===== src/hdl/sirs_pkg.sv =====
// Shared types and constants for the signed integer to radix symbols block.
// No dependencies; every other file in this block imports this package.
`default_nettype none

package sirs_pkg;

  localparam int unsigned VALUE_W        = 32;
  localparam int unsigned SYMBOL_W       = 8;
  localparam int unsigned NUM_SYMBOLS    = 16;
  localparam int unsigned SYM_INDEX_W    = $clog2(NUM_SYMBOLS);
  localparam int unsigned CFG_W          = 64;
  localparam int unsigned CFG_INDEX_W    = 2;
  localparam int unsigned RADIX_W        = 5;
  localparam int unsigned QUEUE_DEPTH    = 2;
  localparam int unsigned BITS_PER_CYCLE = 8;

  localparam logic [SYMBOL_W-1:0] SYM_MINUS = 8'h2D;
  localparam logic [SYMBOL_W-1:0] SYM_PLUS  = 8'h2B;

  typedef enum logic [CFG_INDEX_W-1:0] {
    REG_SYMBOLS_LOW  = 2'd0,
    REG_SYMBOLS_HIGH = 2'd1,
    REG_RADIX_COUNT  = 2'd2
  } cfg_reg_t;

  typedef logic [NUM_SYMBOLS-1:0][SYMBOL_W-1:0] alphabet_t;

  // Configuration as seen by the conversion engine.
  typedef struct packed {
    alphabet_t            alphabet;
    logic [RADIX_W-1:0]   radix;
  } cfg_t;

  // One classified value waiting for conversion.
  typedef struct packed {
    logic                 neg;
    logic [VALUE_W-1:0]   mag;
  } job_t;

  typedef enum logic [1:0] {
    ST_IDLE,
    ST_DIVIDE,
    ST_SIGN,
    ST_EMIT
  } back_state_t;

endpackage

`default_nettype wire


===== src/hdl/sirs_if.sv =====
// Handshake channel interfaces: the value word in and the symbol word out.
// Depends on sirs_pkg for field widths.
`default_nettype none

interface sirs_value_if import sirs_pkg::*; ();
  logic                       valid;
  logic                       ready;
  logic signed [VALUE_W-1:0]  value;

  modport source (output valid, output value, input ready);
  modport sink   (input valid, input value, output ready);
endinterface

interface sirs_symbol_if import sirs_pkg::*; ();
  logic                  valid;
  logic                  ready;
  logic [SYMBOL_W-1:0]   symbol;
  logic                  last;

  modport source (output valid, output symbol, output last, input ready);
  modport sink   (input valid, input symbol, input last, output ready);
endinterface

`default_nettype wire


===== src/hdl/sirs_front.sv =====
// Front end: configuration registers, alphabet check, value classification.
// Depends on sirs_pkg and sirs_value_if.
`default_nettype none

module sirs_front import sirs_pkg::*; #(
  parameter int unsigned MAX_RADIX = 16
) (
  input  wire logic                    clk,
  input  wire logic                    rst,
  input  wire logic                    cfg_we,
  input  wire logic [CFG_INDEX_W-1:0]  cfg_index,
  input  wire logic [CFG_W-1:0]        cfg_data,
  sirs_value_if.sink                   item,
  output job_t                         job,
  output logic                         job_valid,
  input  wire logic                    job_ready,
  output cfg_t                         cfg
);

  alphabet_t           alphabet;
  alphabet_t           alphabet_next;
  logic [RADIX_W-1:0]  radix;
  logic [RADIX_W-1:0]  radix_next;
  logic                alpha_ok;
  logic [VALUE_W-1:0]  raw;
  logic                neg;

  // Radix in range, no zero, plus or minus symbol, no repeated symbol.
  function automatic logic check_alphabet(alphabet_t a, logic [RADIX_W-1:0] n);
    logic ok;
    ok = (n >= RADIX_W'(2)) && (n <= RADIX_W'(MAX_RADIX));
    for (int i = 0; i < NUM_SYMBOLS; i++) begin
      if (RADIX_W'(i) < n) begin
        if (a[i] == '0 || a[i] == SYM_PLUS || a[i] == SYM_MINUS) begin
          ok = 1'b0;
        end
      end
      for (int j = i + 1; j < NUM_SYMBOLS; j++) begin
        if (RADIX_W'(j) < n && a[i] == a[j]) begin
          ok = 1'b0;
        end
      end
    end
    return ok;
  endfunction

  always_comb begin
    alphabet_next = alphabet;
    radix_next    = radix;
    if (cfg_we) begin
      case (cfg_index)
        REG_SYMBOLS_LOW:  alphabet_next[NUM_SYMBOLS/2-1:0]           = cfg_data;
        REG_SYMBOLS_HIGH: alphabet_next[NUM_SYMBOLS-1:NUM_SYMBOLS/2] = cfg_data;
        REG_RADIX_COUNT:  radix_next = cfg_data[RADIX_W-1:0];
        default: ;
      endcase
    end
  end

  // Check against the incoming configuration so the flag is current
  // on the cycle right after a write.
  always_ff @(posedge clk) begin
    if (rst) begin
      alphabet <= '0;
      radix    <= '0;
      alpha_ok <= 1'b0;
    end else begin
      alphabet <= alphabet_next;
      radix    <= radix_next;
      alpha_ok <= check_alphabet(alphabet_next, radix_next);
    end
  end

  assign raw = item.value;
  assign neg = raw[VALUE_W-1];

  // Drop every word while the alphabet is bad; otherwise hand it on.
  assign job.neg    = neg;
  assign job.mag    = neg ? (~raw + VALUE_W'(1)) : raw;
  assign job_valid  = item.valid & alpha_ok;
  assign item.ready = job_ready | ~alpha_ok;

  assign cfg.alphabet = alphabet;
  assign cfg.radix    = radix;

endmodule

`default_nettype wire


===== src/hdl/sirs_queue.sv =====
// Small FIFO of classified values between the front end and the engine.
// Depends on sirs_pkg.
`default_nettype none

module sirs_queue import sirs_pkg::*; (
  input  wire logic  clk,
  input  wire logic  rst,
  input  wire job_t  in_job,
  input  wire logic  in_valid,
  output logic       in_ready,
  output job_t       out_job,
  output logic       out_valid,
  input  wire logic  out_ready
);

  localparam int unsigned PTR_W = (QUEUE_DEPTH > 1) ? $clog2(QUEUE_DEPTH) : 1;
  localparam int unsigned CNT_W = $clog2(QUEUE_DEPTH + 1);

  job_t              slots [QUEUE_DEPTH];
  logic [PTR_W-1:0]  wr_ptr;
  logic [PTR_W-1:0]  rd_ptr;
  logic [CNT_W-1:0]  count;
  logic              push;
  logic              pop;

  assign in_ready  = (count != CNT_W'(QUEUE_DEPTH));
  assign out_valid = (count != '0);
  assign out_job   = slots[rd_ptr];
  assign push      = in_valid & in_ready;
  assign pop       = out_valid & out_ready;

  always_ff @(posedge clk) begin
    if (rst) begin
      wr_ptr <= '0;
      rd_ptr <= '0;
      count  <= '0;
    end else begin
      if (push) begin
        wr_ptr <= (wr_ptr == PTR_W'(QUEUE_DEPTH - 1)) ? '0 : wr_ptr + PTR_W'(1);
      end
      if (pop) begin
        rd_ptr <= (rd_ptr == PTR_W'(QUEUE_DEPTH - 1)) ? '0 : rd_ptr + PTR_W'(1);
      end
      case ({push, pop})
        2'b10:   count <= count + CNT_W'(1);
        2'b01:   count <= count - CNT_W'(1);
        default: count <= count;
      endcase
    end
  end

  always_ff @(posedge clk) begin
    if (push) begin
      slots[wr_ptr] <= in_job;
    end
  end

endmodule

`default_nettype wire


===== src/hdl/sirs_back.sv =====
// Conversion engine: iterative divider, digit stack and output register.
// Depends on sirs_pkg and sirs_symbol_if.
`default_nettype none

module sirs_back import sirs_pkg::*; #(
  parameter int unsigned MAX_RADIX = 16
) (
  input  wire logic  clk,
  input  wire logic  rst,
  input  wire cfg_t  cfg,
  input  wire job_t  job,
  input  wire logic  job_valid,
  output logic       job_ready,
  sirs_symbol_if.source result
);

  localparam int unsigned DIGIT_W    = $clog2(MAX_RADIX);
  localparam int unsigned REM_W      = DIGIT_W + 1;
  localparam int unsigned MAX_DIGITS = VALUE_W;
  localparam int unsigned ND_W       = $clog2(MAX_DIGITS + 1);
  localparam int unsigned SP_W       = $clog2(MAX_DIGITS);
  localparam int unsigned STEPS      = VALUE_W / BITS_PER_CYCLE;
  localparam int unsigned STEP_W     = (STEPS > 1) ? $clog2(STEPS) : 1;

  back_state_t          state;
  back_state_t          state_next;
  logic                 neg;
  logic [VALUE_W-1:0]   quo;
  logic [DIGIT_W-1:0]   rem;
  logic [STEP_W-1:0]    step;
  logic [ND_W-1:0]      nd;
  logic [ND_W-1:0]      nd_inc;
  logic [ND_W-1:0]      nd_dec;
  logic [DIGIT_W-1:0]   digits [MAX_DIGITS];

  logic [REM_W-1:0]     radix;
  logic [REM_W-1:0]     div_rem;
  logic [VALUE_W-1:0]   div_quo;
  logic                 last_step;
  logic                 div_done;

  logic                 slot_free;
  logic                 load_job;
  logic                 div_run;
  logic                 load_sign;
  logic                 load_digit;
  logic [DIGIT_W-1:0]   cur_digit;
  logic [SYM_INDEX_W-1:0] sym_index;

  logic                 out_valid;
  logic [SYMBOL_W-1:0]  out_symbol;
  logic                 out_last;

  assign radix = cfg.radix[REM_W-1:0];

  // Restoring division, one quotient bit per inner step.
  always_comb begin
    div_rem = REM_W'(rem);
    div_quo = quo;
    for (int b = 0; b < BITS_PER_CYCLE; b++) begin
      div_rem = {div_rem[DIGIT_W-1:0], div_quo[VALUE_W-1]};
      div_quo = {div_quo[VALUE_W-2:0], 1'b0};
      if (div_rem >= radix) begin
        div_rem    = div_rem - radix;
        div_quo[0] = 1'b1;
      end
    end
  end

  assign last_step = (step == STEP_W'(STEPS - 1));
  assign nd_inc    = nd + ND_W'(1);
  assign nd_dec    = nd - ND_W'(1);
  assign div_done  = last_step && (div_quo == '0 || nd_inc == ND_W'(MAX_DIGITS));
  assign slot_free = ~out_valid | result.ready;

  always_comb begin
    state_next = state;
    case (state)
      ST_IDLE:   if (job_valid) state_next = ST_DIVIDE;
      ST_DIVIDE: if (div_done) state_next = neg ? ST_SIGN : ST_EMIT;
      ST_SIGN:   if (slot_free) state_next = ST_EMIT;
      ST_EMIT:   if (slot_free && nd == ND_W'(1)) state_next = ST_IDLE;
      default:   state_next = ST_IDLE;
    endcase
  end

  always_comb begin
    job_ready  = 1'b0;
    load_job   = 1'b0;
    div_run    = 1'b0;
    load_sign  = 1'b0;
    load_digit = 1'b0;
    case (state)
      ST_IDLE: begin
        job_ready = 1'b1;
        load_job  = job_valid;
      end
      ST_DIVIDE: div_run    = 1'b1;
      ST_SIGN:   load_sign  = slot_free;
      ST_EMIT:   load_digit = slot_free;
      default: ;
    endcase
  end

  always_ff @(posedge clk) begin
    if (rst) begin
      state     <= ST_IDLE;
      step      <= '0;
      nd        <= '0;
      out_valid <= 1'b0;
    end else begin
      state <= state_next;
      if (load_job) begin
        step <= '0;
        nd   <= '0;
      end else if (div_run) begin
        step <= last_step ? '0 : step + STEP_W'(1);
        if (last_step) begin
          nd <= nd_inc;
        end
      end else if (load_digit) begin
        nd <= nd_dec;
      end
      if (load_sign || load_digit) begin
        out_valid <= 1'b1;
      end else if (result.ready) begin
        out_valid <= 1'b0;
      end
    end
  end

  assign cur_digit = digits[nd_dec[SP_W-1:0]];
  assign sym_index = SYM_INDEX_W'(cur_digit);

  always_ff @(posedge clk) begin
    if (load_job) begin
      neg <= job.neg;
      quo <= job.mag;
      rem <= '0;
    end else if (div_run) begin
      quo <= div_quo;
      rem <= last_step ? '0 : div_rem[DIGIT_W-1:0];
      if (last_step) begin
        digits[nd[SP_W-1:0]] <= div_rem[DIGIT_W-1:0];
      end
    end
    if (load_sign) begin
      out_symbol <= SYM_MINUS;
      out_last   <= 1'b0;
    end else if (load_digit) begin
      out_symbol <= cfg.alphabet[sym_index];
      out_last   <= (nd == ND_W'(1));
    end
  end

  assign result.valid  = out_valid;
  assign result.symbol = out_symbol;
  assign result.last   = out_last;

endmodule

`default_nettype wire


===== src/hdl/signed_integer_to_radix_symbols_core.sv =====
// Top level of the signed integer to radix symbols block.
// Depends on sirs_pkg, sirs_if, sirs_front, sirs_queue and sirs_back.
`default_nettype none

// Each 32-bit two's complement value word on item comes out on result as
// a run of symbol words, most significant digit first, preceded by the
// minus symbol when the value is negative; the final word of the run has
// last set. Digits are written in the radix radix_count (2 up to
// MAX_RADIX) using the alphabet held in symbols_low and symbols_high. A
// bad alphabet (radix out of range, a zero, plus or minus symbol among the
// symbols in use, or a repeated symbol) makes the block take value words
// and drop them without output. Write configuration only while idle; a
// write takes effect for a value word presented on the next cycle.
// The conversion engine picks up a value, divides out each digit in the shared
// divider (eight quotient bits per cycle over the 32-bit magnitude), then loads
// the output register with the minus sign, if any, and with each digit symbol
// in turn as the output takes them. A two-word queue lets the input side keep
// taking words while the engine is busy, and the output register lets the
// engine start the next value while the last symbol waits to be taken.
module signed_integer_to_radix_symbols_core import sirs_pkg::*; #(
  parameter int unsigned MAX_RADIX = 16
) (
  input  wire logic                    clk,
  input  wire logic                    rst,
  input  wire logic                    cfg_we,
  input  wire logic [CFG_INDEX_W-1:0]  cfg_index,
  input  wire logic [CFG_W-1:0]        cfg_data,
  sirs_value_if.sink                   item,
  sirs_symbol_if.source                result
);

  // Classified value words between front end and queue.
  job_t  front_job;
  logic  front_valid;
  logic  front_ready;

  // Queue head toward the engine.
  job_t  queue_job;
  logic  queue_valid;
  logic  queue_ready;

  // Live configuration; hold steady while any word is in flight.
  cfg_t  cfg;

  // Own the registers, check the alphabet, drop words when it is bad.
  sirs_front #(
    .MAX_RADIX (MAX_RADIX)
  ) u_front (
    .clk       (clk),
    .rst       (rst),
    .cfg_we    (cfg_we),
    .cfg_index (cfg_index),
    .cfg_data  (cfg_data),
    .item      (item),
    .job       (front_job),
    .job_valid (front_valid),
    .job_ready (front_ready),
    .cfg       (cfg)
  );

  // Decouple intake from the long conversion.
  sirs_queue u_queue (
    .clk       (clk),
    .rst       (rst),
    .in_job    (front_job),
    .in_valid  (front_valid),
    .in_ready  (front_ready),
    .out_job   (queue_job),
    .out_valid (queue_valid),
    .out_ready (queue_ready)
  );

  // Divide out digits, stack them, then emit sign and digits in reverse.
  sirs_back #(
    .MAX_RADIX (MAX_RADIX)
  ) u_back (
    .clk       (clk),
    .rst       (rst),
    .cfg       (cfg),
    .job       (queue_job),
    .job_valid (queue_valid),
    .job_ready (queue_ready),
    .result    (result)
  );

endmodule

`default_nettype wire

===== src/flat_wrapper.sv =====
// flat-port wrapper written by rule: the top's interface ports become plain ports
module signed_integer_to_radix_symbols_core_flat import sirs_pkg::*;
#(
  parameter int unsigned MAX_RADIX = 16
)
  (clk, rst, cfg_we, cfg_index, cfg_data, item_valid, item_value, item_ready, result_valid, result_symbol, result_last, result_ready);
  sirs_value_if item_i ();
  sirs_symbol_if result_i ();
  input  wire logic clk;
  input  wire logic rst;
  input  wire logic cfg_we;
  input  wire logic [CFG_INDEX_W-1:0] cfg_index;
  input  wire logic [CFG_W-1:0] cfg_data;
  input wire logic [$bits(item_i.valid)-1:0] item_valid;
  input wire logic [$bits(item_i.value)-1:0] item_value;
  output wire logic [$bits(item_i.ready)-1:0] item_ready;
  output wire logic [$bits(result_i.valid)-1:0] result_valid;
  output wire logic [$bits(result_i.symbol)-1:0] result_symbol;
  output wire logic [$bits(result_i.last)-1:0] result_last;
  input wire logic [$bits(result_i.ready)-1:0] result_ready;
  assign item_i.valid = item_valid;
  assign item_i.value = item_value;
  assign item_ready = item_i.ready;
  assign result_valid = result_i.valid;
  assign result_symbol = result_i.symbol;
  assign result_last = result_i.last;
  assign result_i.ready = result_ready;
  signed_integer_to_radix_symbols_core #(.MAX_RADIX(MAX_RADIX)) u_core (.clk(clk), .rst(rst), .cfg_we(cfg_we), .cfg_index(cfg_index), .cfg_data(cfg_data), .item(item_i), .result(result_i));
endmodule

===== config.mk =====
export PLATFORM = sky130hd
export DESIGN_NAME = signed_integer_to_radix_symbols_core_flat
export DESIGN_NICKNAME = d
export VERILOG_FILES = /design/src/hdl/sirs_pkg.sv /design/src/hdl/sirs_if.sv /design/src/hdl/sirs_front.sv /design/src/hdl/sirs_queue.sv /design/src/hdl/sirs_back.sv /design/src/hdl/signed_integer_to_radix_symbols_core.sv /design/src/flat_wrapper.sv
export SDC_FILE = /design/constraint.sdc
export NUM_CORES = 2
export LEC_CHECK = 0
export BUFFER_PORTS_ARGS = -buffer_cell sky130_fd_sc_hd__buf_2
export CORE_AREA = 2 2 246 248
export DETAILED_ROUTE_END_ITERATION = 7
export DIE_AREA = 0 0 248 250
export PLACE_DENSITY = 0.74
export SLEW_MARGIN = 20
export SYNTH_ARGS = -nofsm -noshare
export SYNTH_HDL_FRONTEND = slang
export SYNTH_SLANG_ARGS = --single-unit

===== constraint.sdc =====
create_clock -name clk -period 14.6 [get_ports clk]
set_input_delay 1.46 -clock clk [delete_from_list [all_inputs] [get_ports clk]]
set_output_delay 1.46 -clock clk [all_outputs]
set_load 0.02 [all_outputs]

==> impl_metrics.yaml <==
floorplanning:
  dieArea_um2: 62000
  row_count: 90
  start_util: 0.542
  die_height_um: 250
  pin_count: 114
  die_x_um: 248
  core-area_um2: 59600
global_routing:
  grt_usage: 0.353
  grt_pass1_wl_mm: 164
  grt_overflow: 0
  antenna_found_initial: 8
  grt_pass1_vias: 25200
  grt_max_degree: 96
sta:
  timing.final.crit_share: 0.925
  slew_headroom: 0.184
  fin_crit_ns: 13.50
  finalHoldViolations: 0
  finalMaxSlewViolations: 0
  setup_viol: 0
  skew_ns: 0.0151
  fmax_ghz: 0.0740
  worst_pin_slew_ns: 1.21
setup_path:
  cp_slowest_cell: "mux2_2"
  end_kind: "flop"
  critPathTopFamily: "compound AO/OA/AOI/OAI gates"
  rr_endpoint: "u_core.u_back.state[0]$_SDFFE_PP0P_"
  criticalPathCategory: "reg2reg"
  cpPeakStageDelay_ns: 0.41
  crit_fanout: 7
  cp-start-kind: "flop"
  rr_worst_depth: 68
  r2r_slack_ns: 1.10
  cp_num_buf_inv: 8
  reg2reg_from: "u_core.u_front.radix[1]$_SDFF_PP0_"
  cp.required_ns: 15.09
  cp_data_arrival_time_ns: 13.99
  crit_top_cell: "o21ai_0"
place:
  place_congestion: 1.09
  hpwl_mm: 72.5
  io_buffer_count: 113
synthesis:
  synthAdderAreaFrac: 0.0251
  synth_top_cell_by_area: "edfxtp_1"
  synth_compound_area_frac: 0.0597
  syn-cell-area_um2: 32300
  ys.flop_type: "edfxtp_1"
  synth.distinct_cells: 68
  synth-simple-area-share: 0.136
  synth-edff-count: 227
  synth_warnings: 0
  synth_fp_nets: 3375
  yosysTopAreaCellShare: 0.211
  async_flop_share: 0
  ys_top_cells_by_area: "edfxtp_1, xnor2_1, xor2_1"
  postSynthCellCount: 3212
  synth_seq_area_share: 0.312
  synth_top_family_by_area: "XOR/XNOR gates"
  syn_avg_cell_area_um2: 10.0
  synthMuxAreaShare: 0.145
  synth-xor-area-share: 0.281
  ys_seq_elements: 390
detailed_routing:
  post_drt_wl_per_cell_um: 27.0
  postRouteAntennaNets: 0
  via_per_inst: 6.51
  drt-initial-drc-count: 3518
  wl_mm: 111
  drtPass1Iterations: 6
  drc: 0
  vias: 26800
cells_and_area:
  drive_above_1_share: 0.157
  layout_commonest_cell: "xnor2_1"
  utilization: 0.591
  layout_common_cells: "xnor2_1, xor2_1, nor2_1, edfxtp_1, dfxtp_1"
  finalNetCount: 3458
  areaGrowthSynthToFinish_pct: 9.09
clocking:
  clk-insertion-delay-late_ns: 0.58
  clock_sinks: 390
  cts_buffer_depth: 3
  cts_buffers: 41
  cts_tree: "done"
  clk_pin_slew_ns: 0.07
  clockRootBuffer: "clkbuf_16"
  htreeDepth: 2
  cts_hold_buf: 0
min_path:
  min_to: "u_core.u_back.result.last$_SDFFE_PP0P_"
  hold_depth: 2
  hp-start: "u_core.u_back.result.last$_SDFFE_PP0P_"
  hp-class: "reg2reg"
run:
  drv_cap: 0
status:
  status: "finished, final reports clean"
==> registers in the layout (all words and copies together) (netlist names), named ones only <==
register                     cells
u_core.u_queue.slots            66
u_core.u_queue.count             2
u_core.u_back.neg                1
u_core.u_front.cfg             128
u_core.u_back.nd                 6
u_core.u_back.step               2
u_core.u_back.result.last        1
u_core.u_queue.rd_ptr            1
u_core.u_queue.wr_ptr            1
u_core.u_back.quo               32
u_core.u_back.rem                4
u_core.u_back.state              2
u_core.u_front.alpha_ok          1
u_core.u_front.radix             5
u_core.u_back.result.symbol      8
u_core.u_back.result.valid       1
u_core.u_back.digits           128
==> cell usage after synthesis (52+ instances only) <==
library cell,instances
nor2_1,249
o21ai_0,72
mux2i_4,109
nand3_1,68
nor4_1,127
nand2_1,125
xor2_1,448
edfxtp_1,227
a21oi_1,53
mux2i_1,118
ha_1,52
clkbuf_1,54
xnor2_1,583
dfxtp_1,163
nand4_1,152
buf_2,136
==> tightest hold or removal path, cell delays in order (launching register included) <==
cell and delay, ns:
dfxtp_1 0.32, nand2_1 0.05, o21ai_0 0.05
==> cell families (layout without fill, tap and decap cells) <==
group / Yosys count / after routing
xor+xnor: 1032 / 1032
simple gates: 870 / 870
flops: 390 / 390
compound gates: 307 / 307
mux: 292 / 292
buf+inv: 261 / 376
fa+ha+maj: 60 / 60
other cells: 0 / 2
==> cell type report <==
cell class	count	area, um2
fillers	4930	24400
multi-input cells	2561	20900
flip-flops and latches	390	10100
repair buffers	261	1690
clock buffers	56	1140
well taps	782	978
clock inverters	19	200
inverters	40	158
diodes	2	5.00
==> per-stage QoR <==
| stage | setup TNS [ns] | instance area [um2] | hold WS (ns) | worst slack [ns] | instances |
|---|---|---|---|---|---|
| floorplan | 0 | 32300 | 0.448 | 1.08 | 3212 |
| global placement | 0 | 33700 | 0.440 | 0.824 | 4023 |
| detailed placement | 0 | 33700 | 0.451 | 0.398 | 4023 |
| CTS | 0 | 35100 | 0.464 | 0.210 | 4098 |
| global route | -0.0106 | 35200 | 0.510 | -0.0106 | 4110 |
| finish | 0 | 35200 | 0.460 | 1.10 | 4111 |
==> routing by layer <==
| layer | wire length, um | vias up | track usage |
|---|---|---|---|
| li1 | - | 11500 | - |
| met1 | 42500 | 12700 | 0.474 |
| met2 | 45000 | 1979 | 0.494 |
| met3 | 15500 | 536 | 0.114 |
| met4 | 7770 | 14 | 0.202 |
| met5 | 134 | - | 0.00795 |
==> what timing repair did <==
action | in CTS | in global routing
endpoints found under the setup margin | 0 | 135
setup buffers | 0 | 10
gates resized for setup | 0 | 11
==> worst max-delay path by stage <==
stage / startpoint / end / slack (ns) / cells past startpoint
2_1_floorplan: u_core.u_front.radix[1]$_SDFF_PP0_ / u_core.u_back.digits[0][1]$_DFFE_PP_ / 1.08 / 71
3_3_place_gp: u_core.u_front.radix[1]$_SDFF_PP0_ / u_core.u_back.state[0]$_SDFFE_PP0P_ / 0.82 / 68
3_5_place_dp: u_core.u_front.radix[1]$_SDFF_PP0_ / u_core.u_back.state[0]$_SDFFE_PP0P_ / 0.40 / 68
4_1_cts: u_core.u_front.radix[1]$_SDFF_PP0_ / u_core.u_back.state[0]$_SDFFE_PP0P_ / 0.21 / 68
5_1_grt: u_core.u_front.radix[1]$_SDFF_PP0_ / u_core.u_back.state[0]$_SDFFE_PP0P_ / -0.01 / 68
6_report: u_core.u_front.radix[1]$_SDFF_PP0_ / u_core.u_back.state[0]$_SDFFE_PP0P_ / 1.10 / 68
Power is left out: the tool's default activity adds up to more than one toggle a clock period on the data nets, which glitch-free logic cannot reach.
